===== src/rtl/tbcd_pkg.sv =====
// shared widths, codes and types of the two-button chord keypad decoder
package tbcd_pkg;

    localparam int BTN_W   = 3;
    localparam int EV_W    = 3;
    localparam int WIN_W   = 16;
    localparam int ALERT_W = 4;
    localparam int STATE_W = 4;
    localparam int TAP_W   = 4;
    localparam int CFG_IDX_W  = 1;
    localparam int CFG_DATA_W = 16;
    localparam int MAX_EV  = 3;

    localparam logic [CFG_IDX_W-1:0] CFG_TAP_WINDOW  = 1'd0;
    localparam logic [CFG_IDX_W-1:0] CFG_ALERT_COUNT = 1'd1;

    localparam logic [WIN_W-1:0]   TAP_WINDOW_RST  = 16'd200;
    localparam logic [ALERT_W-1:0] ALERT_COUNT_RST = 4'd3;

    localparam logic [BTN_W-1:0] BTN_A    = 3'd0;
    localparam logic [BTN_W-1:0] BTN_B    = 3'd1;
    localparam logic [BTN_W-1:0] BTN_D    = 3'd2;
    localparam logic [BTN_W-1:0] BTN_UP   = 3'd3;
    localparam logic [BTN_W-1:0] BTN_DOWN = 3'd4;

    localparam logic [EV_W-1:0] EV_ALERT  = 3'd0;
    localparam logic [EV_W-1:0] EV_RESET  = 3'd1;
    localparam logic [EV_W-1:0] EV_SELECT = 3'd2;
    localparam logic [EV_W-1:0] EV_VALUE  = 3'd3;
    localparam logic [EV_W-1:0] EV_UPDATE = 3'd4;
    localparam logic [EV_W-1:0] EV_INCR   = 3'd5;

    localparam logic [STATE_W-1:0] ST_IDLE  = 4'd0;
    localparam logic [STATE_W-1:0] ST_A_SEL = 4'd1;
    localparam logic [STATE_W-1:0] ST_A_VAL = 4'd2;
    localparam logic [STATE_W-1:0] ST_A_UPD = 4'd3;
    localparam logic [STATE_W-1:0] ST_A_INC = 4'd4;
    localparam logic [STATE_W-1:0] ST_B_SEL = 4'd5;
    localparam logic [STATE_W-1:0] ST_B_VAL = 4'd6;
    localparam logic [STATE_W-1:0] ST_B_UPD = 4'd7;
    localparam logic [STATE_W-1:0] ST_B_INC = 4'd8;

    // tap owner ids
    localparam logic [1:0] TAP_NONE = 2'd0;
    localparam logic [1:0] TAP_A    = 2'd1;
    localparam logic [1:0] TAP_B    = 2'd2;

    typedef struct packed {
        logic [BTN_W-1:0] button;
        logic [EV_W-1:0]  code;
    } ev_t;

endpackage


===== src/rtl/two_button_chord_keypad_decoder.sv =====
// top level of the two-button chord keypad decoder
//
//  channel | signals                                           | direction
//  --------+---------------------------------------------------+----------
//  in      | in_valid, in_stall, a/b/d/up/down_level           | item in
//  out     | out_valid, out_stall, button, event_code, last    | item out
//  cfg     | cfg_we, cfg_index, cfg_data                        | write only
//
// a tick is taken into an input register, decoded there once the result buffer frees up,
// and its zero to three events loaded into a three-entry result buffer
// events leave one per cycle while out_stall is low, so a tick with events holds
// the input until its last event leaves; ticks with no event pass at one per cycle
// rst_n clears the chord state, tap tracking, edge history and both buffers
// out_stall holds the buffer head; unsent events then stall the input register

module two_button_chord_keypad_decoder (
    input  logic                           clk,
    input  logic                           rst_n,
    input  logic                           in_valid,
    output logic                           in_stall,
    input  logic                           a_level,
    input  logic                           b_level,
    input  logic                           d_level,
    input  logic                           up_level,
    input  logic                           down_level,
    output logic                           out_valid,
    input  logic                           out_stall,
    output logic [tbcd_pkg::BTN_W-1:0]     button,
    output logic [tbcd_pkg::EV_W-1:0]      event_code,
    output logic                           last,
    input  logic                           cfg_we,
    input  logic [tbcd_pkg::CFG_IDX_W-1:0] cfg_index,
    input  logic [tbcd_pkg::CFG_DATA_W-1:0] cfg_data
);
    import tbcd_pkg::*;

    // configuration
    logic [WIN_W-1:0]   win_reg;
    logic [ALERT_W-1:0] alert_cnt_reg;

    // input register
    logic       in_vld_reg;
    logic       a_reg, b_reg, d_reg, up_reg, down_reg;
    logic       in_vld_next;
    logic       in_acc;

    // decoder state
    logic [STATE_W-1:0] state_reg, state_next;
    logic [TAP_W-1:0]   tap_cnt_reg, tap_cnt_next;
    logic [1:0]         tap_btn_reg, tap_btn_next;
    logic [WIN_W-1:0]   ticks_reg, ticks_next;
    logic [1:0]         prev_ud_reg;
    logic               prev_d_reg;

    // result buffer
    ev_t        buf_reg [MAX_EV];
    ev_t        buf_next [MAX_EV];
    ev_t        buf_new [MAX_EV];
    logic [1:0] cnt_reg, cnt_next;
    logic [1:0] n_ev;

    logic       proc;
    logic       pop;

    // decode signals
    logic [1:0]       ud, ab;
    logic [WIN_W-1:0] tst;
    logic [TAP_W-1:0] tap_inc;
    logic [BTN_W-1:0] chord_btn;
    logic [1:0]       chord_id;
    logic             recent;
    logic             ud_ev, d_ev, ch_ev;
    logic [BTN_W-1:0] ud_btn;
    ev_t              ch_item;

    assign pop       = out_valid && !out_stall;
    assign proc      = in_vld_reg && (cnt_reg == 2'd0 || (cnt_reg == 2'd1 && pop));
    assign in_stall  = in_vld_reg && !proc;
    assign in_acc    = in_valid && !in_stall;
    assign in_vld_next = in_acc ? 1'b1 : (proc ? 1'b0 : in_vld_reg);

    assign out_valid  = (cnt_reg != 2'd0);
    assign button     = buf_reg[0].button;
    assign event_code = buf_reg[0].code;
    assign last       = (cnt_reg == 2'd1);

    assign ud  = {down_reg, up_reg};
    assign ab  = {b_reg, a_reg};
    assign tst = (ticks_reg != {WIN_W{1'b1}}) ? ticks_reg + 1'b1 : ticks_reg;
    assign tap_inc = (tap_cnt_reg != {TAP_W{1'b1}}) ? tap_cnt_reg + 1'b1 : tap_cnt_reg;

    assign chord_btn = (state_reg inside {[ST_B_SEL:ST_B_INC]}) ? BTN_B : BTN_A;
    assign chord_id  = (chord_btn == BTN_A) ? TAP_A : TAP_B;
    assign recent    = (tap_btn_reg == chord_id) && (tst < win_reg);

    // up/down only from both released; pressing both together gives nothing
    assign ud_ev  = (prev_ud_reg == 2'b00) && (ud == 2'b01 || ud == 2'b10);
    assign ud_btn = ud[0] ? BTN_UP : BTN_DOWN;
    assign d_ev   = !prev_d_reg && d_reg;

    always_comb
    begin
        state_next   = state_reg;
        tap_cnt_next = tap_cnt_reg;
        tap_btn_next = tap_btn_reg;
        ticks_next   = tst;
        ch_ev        = 1'b0;
        ch_item      = '{button: chord_btn, code: EV_VALUE};
        case (state_reg)
            ST_A_SEL, ST_B_SEL:
            begin
                if (ab == 2'b00)
                begin
                    state_next = ST_IDLE;
                    if (recent)
                    begin
                        if (tap_inc >= alert_cnt_reg)
                        begin
                            ch_ev        = 1'b1;
                            ch_item.code = EV_ALERT;
                            tap_cnt_next = '0;
                            tap_btn_next = TAP_NONE;
                            ticks_next   = '0;
                        end
                        else
                        begin
                            tap_cnt_next = tap_inc;
                        end
                    end
                    else
                    begin
                        ch_ev        = 1'b1;
                        ch_item.code = EV_RESET;
                        tap_cnt_next = {{(TAP_W-1){1'b0}}, 1'b1};
                        tap_btn_next = chord_id;
                        ticks_next   = '0;
                    end
                end
                else if (ab == 2'b11)
                begin
                    state_next = (chord_btn == BTN_A) ? ST_A_VAL : ST_B_VAL;
                    ch_ev      = 1'b1;
                end
            end
            ST_A_VAL:
            begin
                if (ab == 2'b01)
                begin
                    state_next   = ST_A_INC;
                    ch_ev        = 1'b1;
                    ch_item.code = EV_INCR;
                end
                else if (ab == 2'b10)
                begin
                    state_next   = ST_A_UPD;
                    ch_ev        = 1'b1;
                    ch_item.code = EV_UPDATE;
                end
            end
            ST_B_VAL:
            begin
                if (ab == 2'b01)
                begin
                    state_next   = ST_B_UPD;
                    ch_ev        = 1'b1;
                    ch_item.code = EV_UPDATE;
                end
                else if (ab == 2'b10)
                begin
                    state_next   = ST_B_INC;
                    ch_ev        = 1'b1;
                    ch_item.code = EV_INCR;
                end
            end
            ST_A_UPD, ST_A_INC, ST_B_UPD, ST_B_INC:
            begin
                if (ab == 2'b00)
                begin
                    state_next   = ST_IDLE;
                    ch_ev        = 1'b1;
                    ch_item.code = EV_RESET;
                end
                else if (ab == 2'b11)
                begin
                    state_next = (chord_btn == BTN_A) ? ST_A_VAL : ST_B_VAL;
                    ch_ev      = 1'b1;
                end
            end
            default:
            begin
                state_next = ST_IDLE;
                if (ab == 2'b01 || ab == 2'b10)
                begin
                    state_next     = (ab == 2'b01) ? ST_A_SEL : ST_B_SEL;
                    ch_item.button = (ab == 2'b01) ? BTN_A : BTN_B;
                    ch_item.code   = EV_SELECT;
                    // a quick re-press of the same button is a tap, not a select
                    ch_ev          = (tap_btn_reg != ab) || (tst >= win_reg);
                end
            end
        endcase
    end

    // pack the tick's events in order: up/down, d, chord
    always_comb
    begin
        n_ev = 2'd0;
        for (int i = 0; i < MAX_EV; i++)
        begin
            buf_new[i] = '{button: BTN_A, code: EV_ALERT};
        end
        if (ud_ev)
        begin
            buf_new[n_ev] = '{button: ud_btn, code: EV_UPDATE};
            n_ev = n_ev + 2'd1;
        end
        if (d_ev)
        begin
            buf_new[n_ev] = '{button: BTN_D, code: EV_UPDATE};
            n_ev = n_ev + 2'd1;
        end
        if (ch_ev)
        begin
            buf_new[n_ev] = ch_item;
            n_ev = n_ev + 2'd1;
        end
    end

    always_comb
    begin
        cnt_next = cnt_reg;
        for (int i = 0; i < MAX_EV; i++)
        begin
            buf_next[i] = buf_reg[i];
        end
        if (proc)
        begin
            cnt_next = n_ev;
            for (int i = 0; i < MAX_EV; i++)
            begin
                buf_next[i] = buf_new[i];
            end
        end
        else if (pop)
        begin
            cnt_next = cnt_reg - 2'd1;
            for (int i = 0; i < MAX_EV - 1; i++)
            begin
                buf_next[i] = buf_reg[i+1];
            end
        end
    end

    always_ff @(posedge clk or negedge rst_n)
    begin
        if (!rst_n)
        begin
            win_reg       <= TAP_WINDOW_RST;
            alert_cnt_reg <= ALERT_COUNT_RST;
        end
        else if (cfg_we)
        begin
            case (cfg_index)
                CFG_TAP_WINDOW:  win_reg       <= cfg_data[WIN_W-1:0];
                CFG_ALERT_COUNT: alert_cnt_reg <= cfg_data[ALERT_W-1:0];
                default:         ;
            endcase
        end
    end

    always_ff @(posedge clk or negedge rst_n)
    begin
        if (!rst_n)
        begin
            in_vld_reg  <= 1'b0;
            state_reg   <= ST_IDLE;
            tap_cnt_reg <= '0;
            tap_btn_reg <= TAP_NONE;
            ticks_reg   <= '0;
            prev_ud_reg <= 2'b00;
            prev_d_reg  <= 1'b0;
            cnt_reg     <= 2'd0;
        end
        else
        begin
            in_vld_reg <= in_vld_next;
            cnt_reg    <= cnt_next;
            if (proc)
            begin
                state_reg   <= state_next;
                tap_cnt_reg <= tap_cnt_next;
                tap_btn_reg <= tap_btn_next;
                ticks_reg   <= ticks_next;
                prev_ud_reg <= ud;
                prev_d_reg  <= d_reg;
            end
        end
    end

    always_ff @(posedge clk)
    begin
        if (in_acc)
        begin
            a_reg    <= a_level;
            b_reg    <= b_level;
            d_reg    <= d_level;
            up_reg   <= up_level;
            down_reg <= down_level;
        end
        for (int i = 0; i < MAX_EV; i++)
        begin
            buf_reg[i] <= buf_next[i];
        end
    end

    a_cnt_range: assert property (@(posedge clk) disable iff (!rst_n)
        cnt_reg != 2'd3 || !in_vld_reg || !proc || pop)
        else $error("buffer reload while events remain");

    a_proc_free: assert property (@(posedge clk) disable iff (!rst_n)
        proc |-> (cnt_reg == 2'd0 || (cnt_reg == 2'd1 && pop)))
        else $error("tick decoded into a busy buffer");

    a_state_legal: assert property (@(posedge clk) disable iff (!rst_n)
        state_reg <= ST_B_INC)
        else $error("chord state out of range");

    a_tap_owner: assert property (@(posedge clk) disable iff (!rst_n)
        tap_btn_reg != 2'd3 && (tap_btn_reg != TAP_NONE || tap_cnt_reg == '0))
        else $error("tap tracking inconsistent");

endmodule


===== config.mk =====
export PLATFORM = sky130hd
export DESIGN_NAME = two_button_chord_keypad_decoder
export DESIGN_NICKNAME = d
export VERILOG_FILES = /design/src/rtl/tbcd_pkg.sv /design/src/rtl/two_button_chord_keypad_decoder.sv
export SDC_FILE = /design/constraint.sdc
export NUM_CORES = 1
export LEC_CHECK = 0
export ABC_AREA = 0
export BUFFER_PORTS_ARGS = -buffer_cell sky130_fd_sc_hd__buf_4
export CORE_MARGIN = 5
export CORE_UTILIZATION = 35
export CTS_CLUSTER_SIZE = 25
export DETAILED_ROUTE_END_ITERATION = 8
export SYNTH_ARGS = -nofsm -noshare
export SYNTH_HDL_FRONTEND = slang
export SYNTH_SLANG_ARGS = --single-unit

===== constraint.sdc =====
create_clock -name clk -period 3.99 [get_ports clk]
set_input_delay 0.5985 -clock clk [delete_from_list [all_inputs] [get_ports clk]]
set_output_delay 0.5985 -clock clk [all_outputs]
set_load 0.02 [all_outputs]

==> run summary, run 1 <==
Initial core utilization: 35.3%
WHS: 311 ps
TritonRoute pass-1 iters: 5
Outcome: finished, final reports clean
Max_cap viols: 0
CTS clock-pin slew for the worst setup and hold paths: 60 ps
Slew Limit Fails: 0
GPL Wtd Cong: 0.881
Worst slew pin tran: 770 ps
Die W: 122 µm
Flops & latches, synth: 72
Inst Count DP: 671
Worst Path Arrival: 3940 ps
Hpwl dp: 7.04 mm
Worst EP required: 4080 ps
Vias in the first global route: 3479
Pre-CTS worst setup slack: -29.7 ps
EDFF count, synth: 20
Sw Share: 39.2%
Period utilisation layout: 96.6%
Syn avg cell area: 9.43 µm²
Max_slew headroom: 48.2%
Syn_nets: 525
Main synth FF type: dfrtp_1
Cell Area, Synth: 0.00440 mm²
Yosys warnings: 0
Layout Nets: 572
Number of routed nets with antenna violations: 0
CP endpoint kind: flip-flop
Final Worst Setup Slack: 136 ps
Total core area: 0.0125 mm²
CP max-delay cell: dfrtp_1
Crit path max fanout: 6
Post-synth ARST share: 72.2%
CTS Buf Count: 9
Avg WL per Cell: 14.3 µm
P&R area growth vs syn: 20.4%
Via density: 5.12
CP dominant cell by count: buf_4
IO Count: 36
Largest stage delay, worst path: 420 ps
Drt total wl: 9.85 mm
H-tree lvl count: 3
DR iter-0 viols: 219
Gate power share: 44.3%
Crit Path Category: reg2reg
Worst skew pair latency: 330 ps
Drt drc: 0
DR vias: 3536
# diodes: 0
Max Freq: 259 MHz
Sum of negative setup slack: 0 ps
Number of placement rows: 41
Post-Syn Instances: 467
Share of cells above drive strength 1: 20.8%
Peak supply drop: 0.000224 V
Non-Filler Instances: 691
Hold Buf Count CTS: 0
Antenna violations before repair: 0
Startpoint types: flip-flop
Clock share of power: 22.5%
Min Tclk post-route: 3850 ps
Power per cell area: 661 mW/mm²
Total track usage: 13.5%
CP cell instances: and4_2 > nand3_2 > or3_4 > nand3_1 > nor2_1 > xor2_1 > ha_1 > nand4_1 > nor4_2 > buf_4 > a211oi_4 > a41oi_2 > a211o_1 > o21a_1 > buf_4 > a22o_1
Buf+Inv Stages, Crit Path: 2
Synth unique cells: 60
Die area: 0.0149 mm²
Setup Viol. Count Final: 0
Final Hold Violating Endpoints: 0
Register area share after synthesis: 43.3%
NetSw: 1.37 mW
Root Buffer: clkbuf_16
Clk_skew: 4.59 ps
Port bufs: 35
Clock sinks: 72
Flop pwr share: 33.3%
HP Class: in2async
Largest net degree at the start of global routing: 53
Total gr overflow: 0
Internal power: 2.13 mW
Cell family with most CP delay: simple AND/OR/NAND/NOR gates
Max Root-Sink Buffers: 2
First-pass GRT wire length: 16.1 mm
P_leak: 2.47 nW
Die height: 122 µm
Final core occ: 42.5%
CTS tree: built
worst paths after layout:
check / start / to / slack, ps / cells past startpoint
worst max-delay path: ticks_reg[8]$_DFFE_PN0P_ / buf_reg[0][7]$_DFFE_PP_ / 140 / 16
worst min-delay path: rst_n / prev_ud_reg[0]$_DFFE_PN0P_ / 310 / 1
worst max register to register: ticks_reg[8]$_DFFE_PN0P_ / buf_reg[0][7]$_DFFE_PP_ / 140 / 16
worst min register to register: prev_ud_reg[1]$_DFFE_PN0P_ / prev_ud_reg[1]$_DFFE_PN0P_ / 480 / 2
max in group asynchronous: rst_n / win_reg[2]$_DFFE_PN0P_ / 3210 / 1
min in group clk: a_level / a_reg$_DFFE_PP_ / 440 / 1
per-stage QoR:
step / area [µm²] / power, mW
after detailed placement: 4900 / 2.67
after global placement: 4900 / 2.63
final: 5300 / 3.50
after global routing: 5300 / 3.75
after floorplan: 4400 / 2.26
after CTS: 5190 / 3.47
layout make-up:
cell class | instances | area [µm²]
sequential | 72 | 1910
clock buffer | 12 | 236
timing repair buffer | 58 | 439
inverter | 38 | 143
clock inverter | 4 | 45.0
fill | 1224 | 7170
multi-input combinational | 335 | 2310
tap | 172 | 215
kinds of logic after synthesis:
| logic type | synth area share, % |
|---|---|
| mux | 2.44 |
| xor+xnor | 3.58 |
| simple gates | 18.4 |
| compound gates | 17.2 |
| fa+ha+maj | 8.81 |
| flops | 43.3 |
| buf+inv | 6.28 |
timing repair:
item | CTS | global route
endpoints found under the hold margin | 0 | 0
endpoints found under the setup margin | 12 | 25
pin swaps | 0 | 7
cloned | 0 | 1
setup buffers | 0 | 3
resized for setup | 2 | 20
metal layers:
layer	up-vias	part of all wire (%)	track usage, %
met5	-	0	0
met4	0	2.8	6.93
met3	20	2.9	2.00
met2	68	49	22.2
met1	1716	45	17.2
li1	1732	-	-
placed cells by master (no fill, tap or decap), types with 3 or more instances in the layout:
cell        n
nand2b_1    8
nand3_1     9
nand4_1     5
a31oi_1     6
a22o_1     18
clkbuf_1    3
edfxtp_1   20
ha_1       30
dfrtp_1    47
xor2_1      8
and2_1      8
nor2b_1     5
nor3_1      7
mux2_2      6
buf_4      57
o21ai_0    32
and3_1      6
inv_1      38
a21o_1      4
o21a_1      6
nand2_1    61
xnor2_1     9
clkbuf_16   9
nor2_1     32
dfstp_2     5
clkinv_2    3
mux2i_1     4
o21ai_1     7
a21oi_1    11
synth_stat cells (2+ instances only):
| master | count | area, µm² |
|---|---|---|
| a211o_1 | 2 | 17.5 |
| a211oi_1 | 4 | 30.0 |
| a21o_1 | 4 | 30.0 |
| a21oi_1 | 12 | 60.1 |
| a22o_1 | 18 | 158 |
| a31oi_1 | 6 | 37.5 |
| and2_1 | 8 | 50.1 |
| and3_1 | 7 | 43.8 |
| and4_1 | 2 | 17.5 |
| buf_2 | 5 | 25.0 |
| buf_4 | 6 | 45.0 |
| clkbuf_1 | 10 | 37.5 |
| dfrtp_1 | 47 | 1180 |
| dfstp_2 | 5 | 131 |
| edfxtp_1 | 20 | 601 |
| ha_1 | 31 | 388 |
| inv_1 | 38 | 143 |
| mux2_2 | 6 | 67.6 |
| mux2i_1 | 4 | 40.0 |
| nand2_1 | 62 | 233 |
| nand2b_1 | 8 | 50.1 |
| nand3_1 | 10 | 50.1 |
| nand3b_1 | 2 | 15.0 |
| nand4_1 | 5 | 31.3 |
| nor2_1 | 34 | 128 |
| nor2b_1 | 6 | 37.5 |
| nor3_1 | 7 | 35.0 |
| nor3b_1 | 2 | 15.0 |
| nor4_1 | 2 | 12.5 |
| o2111ai_1 | 2 | 17.5 |
| o21a_1 | 6 | 45.0 |
| o21ai_0 | 35 | 175 |
| o21ai_1 | 4 | 20.0 |
| o311ai_0 | 3 | 26.3 |
| o31ai_1 | 2 | 15.0 |
| or3_1 | 2 | 12.5 |
| xnor2_1 | 9 | 78.8 |
| xor2_1 | 9 | 78.8 |
power groups by stage:
stage                     clock network (mW)  logic [mW]  registers, mW
after floorplan                            0        1.14           1.12
after detailed placement                   0        1.50           1.17
after CTS                              0.799        1.51           1.16
after global placement                     0        1.47           1.16
final                                  0.787        1.55           1.16
after global routing                   0.831        1.73           1.19
Power figures use the tool's default switching activity.
==> run 2, diff against run 1 <==
BUFFER_PORTS_ARGS = not set   (was -buffer_cell sky130_fd_sc_hd__buf_4)
DONT_BUFFER_PORTS = 1   (was not set)
==> run 2 against run 1 <==
Against the previous run:
- sequential share of layout area grew 1.9 points
- combinational power shrank 8%
- global-route usage grew 0.098 points
- setup slack gained 24 ps
- non-clock buffer count shrank 32
- first-iteration DRC count shrank 32%
- clock power shrank 3.2%
- critical path type unchanged
- largest cell class unchanged
- largest power group unchanged
==> run summary, run 2 (synthesis results as in run 1) <==
Outcome: finished, final reports clean (unchanged)
P&R area growth vs syn: 14.3% (was 20.4%)
Gate power share: 42.0% (was 44.3%)
Die height: 122 µm (unchanged)
R2r startpoint: ticks_reg[1]$_DFFE_PN0P_ (was ticks_reg[8]$_DFFE_PN0P_)
Share of cells above drive strength 1: 14.0% (was 20.8%)
Internal power: 2.08 mW (was 2.13 mW)
NetSw: 1.33 mW (was 1.37 mW)
Vias in the first global route: 3318 (was 3479)
CP endpoint kind: flip-flop (unchanged)
Pre-CTS worst setup slack: 38.4 ps (was -29.7 ps)
Port bufs: 0 (was 35)
First-pass GRT wire length: 16.0 mm (was 16.1 mm)
Multi-input logic area: 0.00227 mm² (was 0.00231 mm²)
HP Class: in2async (unchanged)
Clk_skew: 6.75 ps (was 4.59 ps)
DR vias: 3390 (was 3536)
GPL Wtd Cong: 0.873 (was 0.881)
Worst Path Arrival: 3910 ps (was 3940 ps)
H-tree lvl count: 3 (unchanged)
Max Root-Sink Buffers: 2 (unchanged)
Sw Share: 39.1% (was 39.2%)
Die W: 122 µm (unchanged)
Max_slew headroom: 52.7% (was 48.2%)
Design Area, Final: 0.00503 mm² (was 0.00530 mm²)
CTS tree: built (unchanged)
Number of routed nets with antenna violations: 0 (unchanged)
Via density: 5.15 (was 5.12)
Slew Limit Fails: 0 (unchanged)
Largest net degree at the start of global routing: 48 (was 53)
Flop pwr share: 35.7% (was 33.3%)
Power per cell area: 677 mW/mm² (was 661 mW/mm²)
Root Buffer: clkbuf_16 (unchanged)
Drt total wl: 9.87 mm (was 9.85 mm)
R2r worst-path depth: 16 (unchanged)
Clock sinks: 72 (unchanged)
Avg WL per Cell: 15.0 µm (was 14.3 µm)
TritonRoute pass-1 iters: 5 (unchanged)
Area of all sequential standard cells: 0.00191 mm² (unchanged)
Min Tclk post-route: 3830 ps (was 3850 ps)
Startpoint types: flip-flop (unchanged)
Drt drc: 0 (unchanged)
P_leak: 2.32 nW (was 2.47 nW)
Antenna violations before repair: 0 (unchanged)
# fillers: 1193 (was 1224)
Worst skew pair latency: 330 ps (about the same)
Die area: 0.0149 mm² (unchanged)
Total core area: 0.0125 mm² (unchanged)
CTS Buf Count: 9 (unchanged)
Sum of negative setup slack: 0 ps (unchanged)
Max Freq: 261 MHz (was 259 MHz)
CTS clock-pin slew for the worst setup and hold paths: 50 ps (was 60 ps)
Number of placement rows: 41 (unchanged)
Total gr overflow: 0 (unchanged)
Reg2reg end: buf_reg[0][7]$_DFFE_PP_ (unchanged)
IO Count: 36 (unchanged)
Commonest non-fill, non-tap cell in the layout: nand2_1 (unchanged)
Period utilisation layout: 96.0% (was 96.6%)
Commonest cells after routing, fill and taps aside: nand2_1, dfrtp_1, inv_1 (was nand2_1, buf_4, dfrtp_1)
Non-Filler Instances: 658 (was 691)
Setup Viol. Count Final: 0 (unchanged)
Clock share of power: 22.4% (was 22.5%)
Max_cap viols: 0 (unchanged)
Layout Nets: 539 (was 572)
Initial core utilization: 35.3% (unchanged)
Post-DP Area: 0.00466 mm² (was 0.00490 mm²)
Worst EP required: 4070 ps (was 4080 ps)
Inst Count DP: 639 (was 671)
DR iter-0 viols: 148 (was 219)
Total track usage: 13.6% (was 13.5%)
Crit path max fanout: 5 (was 6)
Crit Path Category: reg2reg (unchanged)
Final Worst Setup Slack: 160 ps (was 136 ps)
Worst slew pin tran: 705 ps (was 770 ps)
Final Hold Violating Endpoints: 0 (unchanged)
Peak supply drop: 0.000253 V (was 0.000224 V)
Hpwl dp: 6.96 mm (was 7.04 mm)
Flop2flop setup slack: 160 ps (was 140 ps)
# diodes: 0 (unchanged)
Final core occ: 40.4% (was 42.5%)
==> run 2: cell count changes in the layout (fill, tap and decap cells not counted), sizes merged <==
cell,change
a21oi,-1
buf,-32
bufinv,-1
clkinv,-3
clkbuf,+4
==> run 2: what timing repair did <==
item / in CTS / in global routing
hold endpoints to repair: 47 / 0
endpoints found under the setup margin: 0 / 24
resized for setup: 0 / 10
buffers inserted: 0 / 2
hold buffers: 1 / 0
==> run 2: area by class of cell <==
class                           instances  share of cell area (%)
Multi-Input combinational cell        334                    45.1
Timing Repair Buffer                   26                    4.28
Sequential cell                        72                    37.9
Clock buffer                           16                    5.60
Inverter                               38                    2.84
Tap cell                              172                    4.28
==> run 2: worst max-delay path, stage by stage, from the launching register on <==
cell      delay, ps
dfrtp_1         420
ha_4            180
nand4_1         220
or3_4           450
nand3_1         130
nor2_1           80
xor2_1          150
ha_1            300
nand4_1         150
nor4_2           60
buf_4           140
a211oi_2        190
a41oi_1         170
a211o_1         370
o21a_1          210
buf_4           160
a22o_1          200
==> run 2: stage by stage <==
stage | total power [mW] | hold slack [ps]
floorplan | 2.26 | 303
global placement | 2.56 | 305
detailed placement | 2.61 | 305
CTS | 3.40 | 97.0
global route | 3.66 | 95.8
finish | 3.41 | 114
==> run 2: worst max-delay path by stage <==
| stage | from | to | slack [ps] |
|---|---|---|---|
| 6_report | ticks_reg[1]$_DFFE_PN0P_ | buf_reg[0][7]$_DFFE_PP_ | 160 |
| 5_1_grt | ticks_reg[0]$_DFFE_PN0P_ | ticks_reg[0]$_DFFE_PN0P_ | -0.4 |
| 4_1_cts | ticks_reg[8]$_DFFE_PN0P_ | ticks_reg[5]$_DFFE_PN0P_ | 5 |
| 3_5_place_dp | ticks_reg[8]$_DFFE_PN0P_ | ticks_reg[6]$_DFFE_PN0P_ | 40 |
| 3_3_place_gp | ticks_reg[8]$_DFFE_PN0P_ | ticks_reg[7]$_DFFE_PN0P_ | 120 |
| 2_1_floorplan | ticks_reg[0]$_DFFE_PN0P_ | buf_reg[0][12]$_SDFFCE_PN0P_ | 330 |
==> run 2: layer usage <==
metal / track usage [%] / vias to the layer above / share of wire (%)
met1: 16.7 / 1649 / 45
met4: 5.60 / 0 / 1.9
met2: 23.5 / 55 / 49
met5: 0 / - / 0
met3: 2.37 / 11 / 3.3
li1: - / 1675 / -
==> run 2: power by group through the flow <==
stage               logic (mW)  registers [mW]  clock network, mW
floorplan                 1.14            1.12                  0
global placement          1.34            1.21                  0
detailed placement        1.38            1.22                  0
CTS                       1.41            1.21              0.786
global route              1.61            1.24              0.809
finish                    1.43            1.21              0.762
==> run 3, diff against run 2 <==
CELL_PAD_IN_SITES_DETAIL_PLACEMENT = 1   (was not set)
CELL_PAD_IN_SITES_GLOBAL_PLACEMENT = 2   (was not set)
CORE_UTILIZATION = 41   (was 35)
PLACE_DENSITY_LB_ADDON = 0.1   (was not set)
==> run 3 against run 2 <==
Against the previous run:
- critical path type unchanged
- setup slack better by 60 ps
- largest cell class unchanged
- routed wire length is 12% higher
- critical path depth stayed put
- flip-flop and latch count stayed put
- die area is 13% lower
- core utilization is 7.2 points higher
- largest power group unchanged
- non-clock buffer count stayed put
- sequential share of layout area is 0.62 points higher
- total power hardly changed
- final cell count is 5.5% lower
- worst hold slack worse by 35 ps
==> run summary, run 3 (synthesis results as in run 1) <==
Outcome: finished, final reports clean (unchanged)
TritonRoute pass-1 iters: 4 (was 5)
Design Area, Final: 0.00495 mm² (was 0.00503 mm²)
GPL Wtd Cong: 0.803 (was 0.873)
Top Layer Used: met4 (unchanged)
CTS clock-pin slew for the worst setup and hold paths: 80 ps (was 50 ps)
Min Tclk post-route: 3770 ps (was 3830 ps)
Final Worst Setup Slack: 220 ps (was 160 ps)
Initial core utilization: 42.3% (was 35.3%)
HP Class: in2async (unchanged)
IO Count: 36 (unchanged)
Die area: 0.0129 mm² (was 0.0149 mm²)
Worst skew pair latency: 360 ps (was 330 ps)
Crit Path Category: reg2reg (unchanged)
Number of routed nets with antenna violations: 0 (unchanged)
Share of cells above drive strength 1: 15.0% (was 14.0%)
Crit path max fanout: 7 (was 5)
CTS tree: built (unchanged)
Wl on met1: 5.75 mm (was 4.49 mm)
CP max-delay cell: dfrtp_1 (was or3_4)
R2r worst-path depth: 16 (unchanged)
# fillers: 1204 (was 1193)
Total track usage: 17.7% (was 13.6%)
P_leak: 2.28 nW (was 2.32 nW)
Period utilisation layout: 94.5% (was 96.0%)
CTS Buf Count: 9 (unchanged)
DR vias: 3403 (was 3390)
Max_cap viols: 0 (unchanged)
Drt drc: 0 (unchanged)
Clock sinks: 72 (unchanged)
Die height: 114 µm (was 122 µm)
Startpoint types: flip-flop (unchanged)
Antenna violations before repair: 0 (unchanged)
Max Root-Sink Buffers: 2 (unchanged)
Peak supply drop: 0.000462 V (was 0.000253 V)
Pre-CTS worst setup slack: 68.0 ps (was 38.4 ps)
Commonest cells after routing, fill and taps aside: nand2_1, dfrtp_1, inv_1 (unchanged)
Flop2flop setup slack: 220 ps (was 160 ps)
DR iter-0 viols: 138 (was 148)
Sum of negative setup slack: 0 ps (unchanged)
Buf+Inv Stages, Crit Path: 2 (unchanged)
Met2 wire len: 4.72 mm (was 4.87 mm)
Worst slew pin tran: 761 ps (was 705 ps)
Vias in the first global route: 3492 (was 3318)
Max Freq: 265 MHz (was 261 MHz)
Multi-input logic area: 0.00227 mm² (unchanged)
Total gr overflow: 0 (unchanged)
Post-DP Area: 0.00461 mm² (was 0.00466 mm²)
Final Hold Violating Endpoints: 0 (unchanged)
Max_slew headroom: 48.9% (was 52.7%)
Commonest non-fill, non-tap cell in the layout: nand2_1 (unchanged)
Port bufs: 0 (unchanged)
H-tree lvl count: 3 (unchanged)
RSZ-0062 raised after global routing: false
Via density: 5.47 (was 5.15)
Total core area: 0.0104 mm² (was 0.0125 mm²)
CP endpoint kind: flip-flop (unchanged)
Drt total wl: 11.0 mm (was 9.87 mm)
Worst Path Arrival: 3880 ps (was 3910 ps)
Critical Path Start: ticks_reg[0]$_DFFE_PN0P_ (was ticks_reg[1]$_DFFE_PN0P_)
Power per cell area: 687 mW/mm² (was 677 mW/mm²)
Avg WL per Cell: 17.7 µm (was 15.0 µm)
WHS: 78.8 ps (was 114 ps)
Root Buffer: clkbuf_8 (was clkbuf_16)
Largest stage delay, worst path: 410 ps (was 450 ps)
P&R area growth vs syn: 12.5% (was 14.3%)
Number of placement rows: 37 (was 41)
Cell family with most CP delay: compound AO/OA/AOI/OAI gates (unchanged)
Setup Viol. Count Final: 0 (unchanged)
Layout Nets: 539 (unchanged)
First-pass GRT wire length: 18.0 mm (was 16.0 mm)
Worst EP required: 4100 ps (was 4070 ps)
WL met3: 363 µm (was 324 µm)
Area of all sequential standard cells: 0.00191 mm² (about the same)
Die W: 114 µm (was 122 µm)
Slew Limit Fails: 0 (unchanged)
Clk_skew: 13.9 ps (was 6.75 ps)
Reg2reg end: buf_reg[0][6]$_DFFE_PP_ (was buf_reg[0][7]$_DFFE_PP_)
CP cell instances: ha_4 > nand4_1 > nor3_2 > buf_4 > nor2_1 > and3_1 > xor2_1 > ha_1 > a21oi_1 > o21ai_1 > a221oi_2 > a41oi_2 > a211o_1 > o21a_1 > buf_4 > a22o_1 (was ha_4 > nand4_1 > or3_4 > nand3_1 > nor2_1 > xor2_1 > ha_1 > nand4_1 > nor4_2 > buf_4 > a211oi_2 > a41oi_1 > a211o_1 > o21a_1 > buf_4 > a22o_1)
R2r startpoint: ticks_reg[0]$_DFFE_PN0P_ (was ticks_reg[1]$_DFFE_PN0P_)
Largest net degree at the start of global routing: 48 (unchanged)
Hpwl dp: 8.06 mm (was 6.96 mm)
# diodes: 0 (unchanged)
CP dominant cell by count: buf_4
Critical path depth: 16 (unchanged)
## run 3: where the power goes
part / internal [mW] / switching (mW) / leakage (nW)
Combinational: 0.562 / 0.902 / 1.31
Clock: 0.429 / 0.293 / 0.120
Sequential: 1.02 / 0.196 / 0.849
Total: 2.01 / 1.39 / 2.28
## run 3: layout make-up
| cell class | count | share of cell area [%] |
|---|---|---|
| Inverter | 38 | 2.88 |
| Sequential cell | 72 | 38.5 |
| Clock buffer | 10 | 2.78 |
| Timing Repair Buffer | 26 | 4.42 |
| Multi-Input combinational cell | 334 | 45.8 |
| Tap cell | 136 | 3.44 |
| Clock inverter | 6 | 2.15 |
## run 3: metrics by stage
step | util [%] | power, mW | std cells
final | 47.6 | 3.40 | 622
after global routing | 47.6 | 3.67 | 622
after CTS | 46.8 | 3.40 | 619
after detailed placement | 44.2 | 2.65 | 602
after global placement | 44.2 | 2.60 | 602
after floorplan | - | 2.26 | 467
## run 3: worst max path at each step
| stage | to | slack (ps) |
|---|---|---|
| after global placement | buf_reg[0][7]$_DFFE_PP_ | 150 |
| after global routing | buf_reg[0][6]$_DFFE_PP_ | 4 |
| final | buf_reg[0][6]$_DFFE_PP_ | 220 |
| after floorplan | buf_reg[0][12]$_SDFFCE_PN0P_ | 330 |
| after detailed placement | buf_reg[0][6]$_DFFE_PP_ | 70 |
| after CTS | buf_reg[0][6]$_DFFE_PP_ | 60 |
## run 3: per-layer routing
layer / vias up / global-route usage (%)
met1: 1672 / 25.8
met4: 0 / 6.01
met3: 13 / 2.71
li1: 1665 / -
met5: - / 0
met2: 53 / 26.6
## run 3: timing repair
item / 4_1_cts / 5_1_grt
hold buffers: 1 / 0
gates resized for setup: 0 / 17
endpoints found under the setup margin: 0 / 27
buffers inserted: 0 / 3
endpoints found under the hold margin: 47 / 0
## run 3: worst register-to-register path, stage by stage (launching register included)
cell and delay (ps):
dfrtp_1 410, ha_4 170, nand4_1 170, nor3_2 190, buf_4 180, nor2_1 60, and3_1 220, xor2_1 160
ha_1 300, a21oi_1 160, o21ai_1 110, a221oi_2 300, a41oi_2 170, a211o_1 380, o21a_1 210, buf_4 150
a22o_1 190
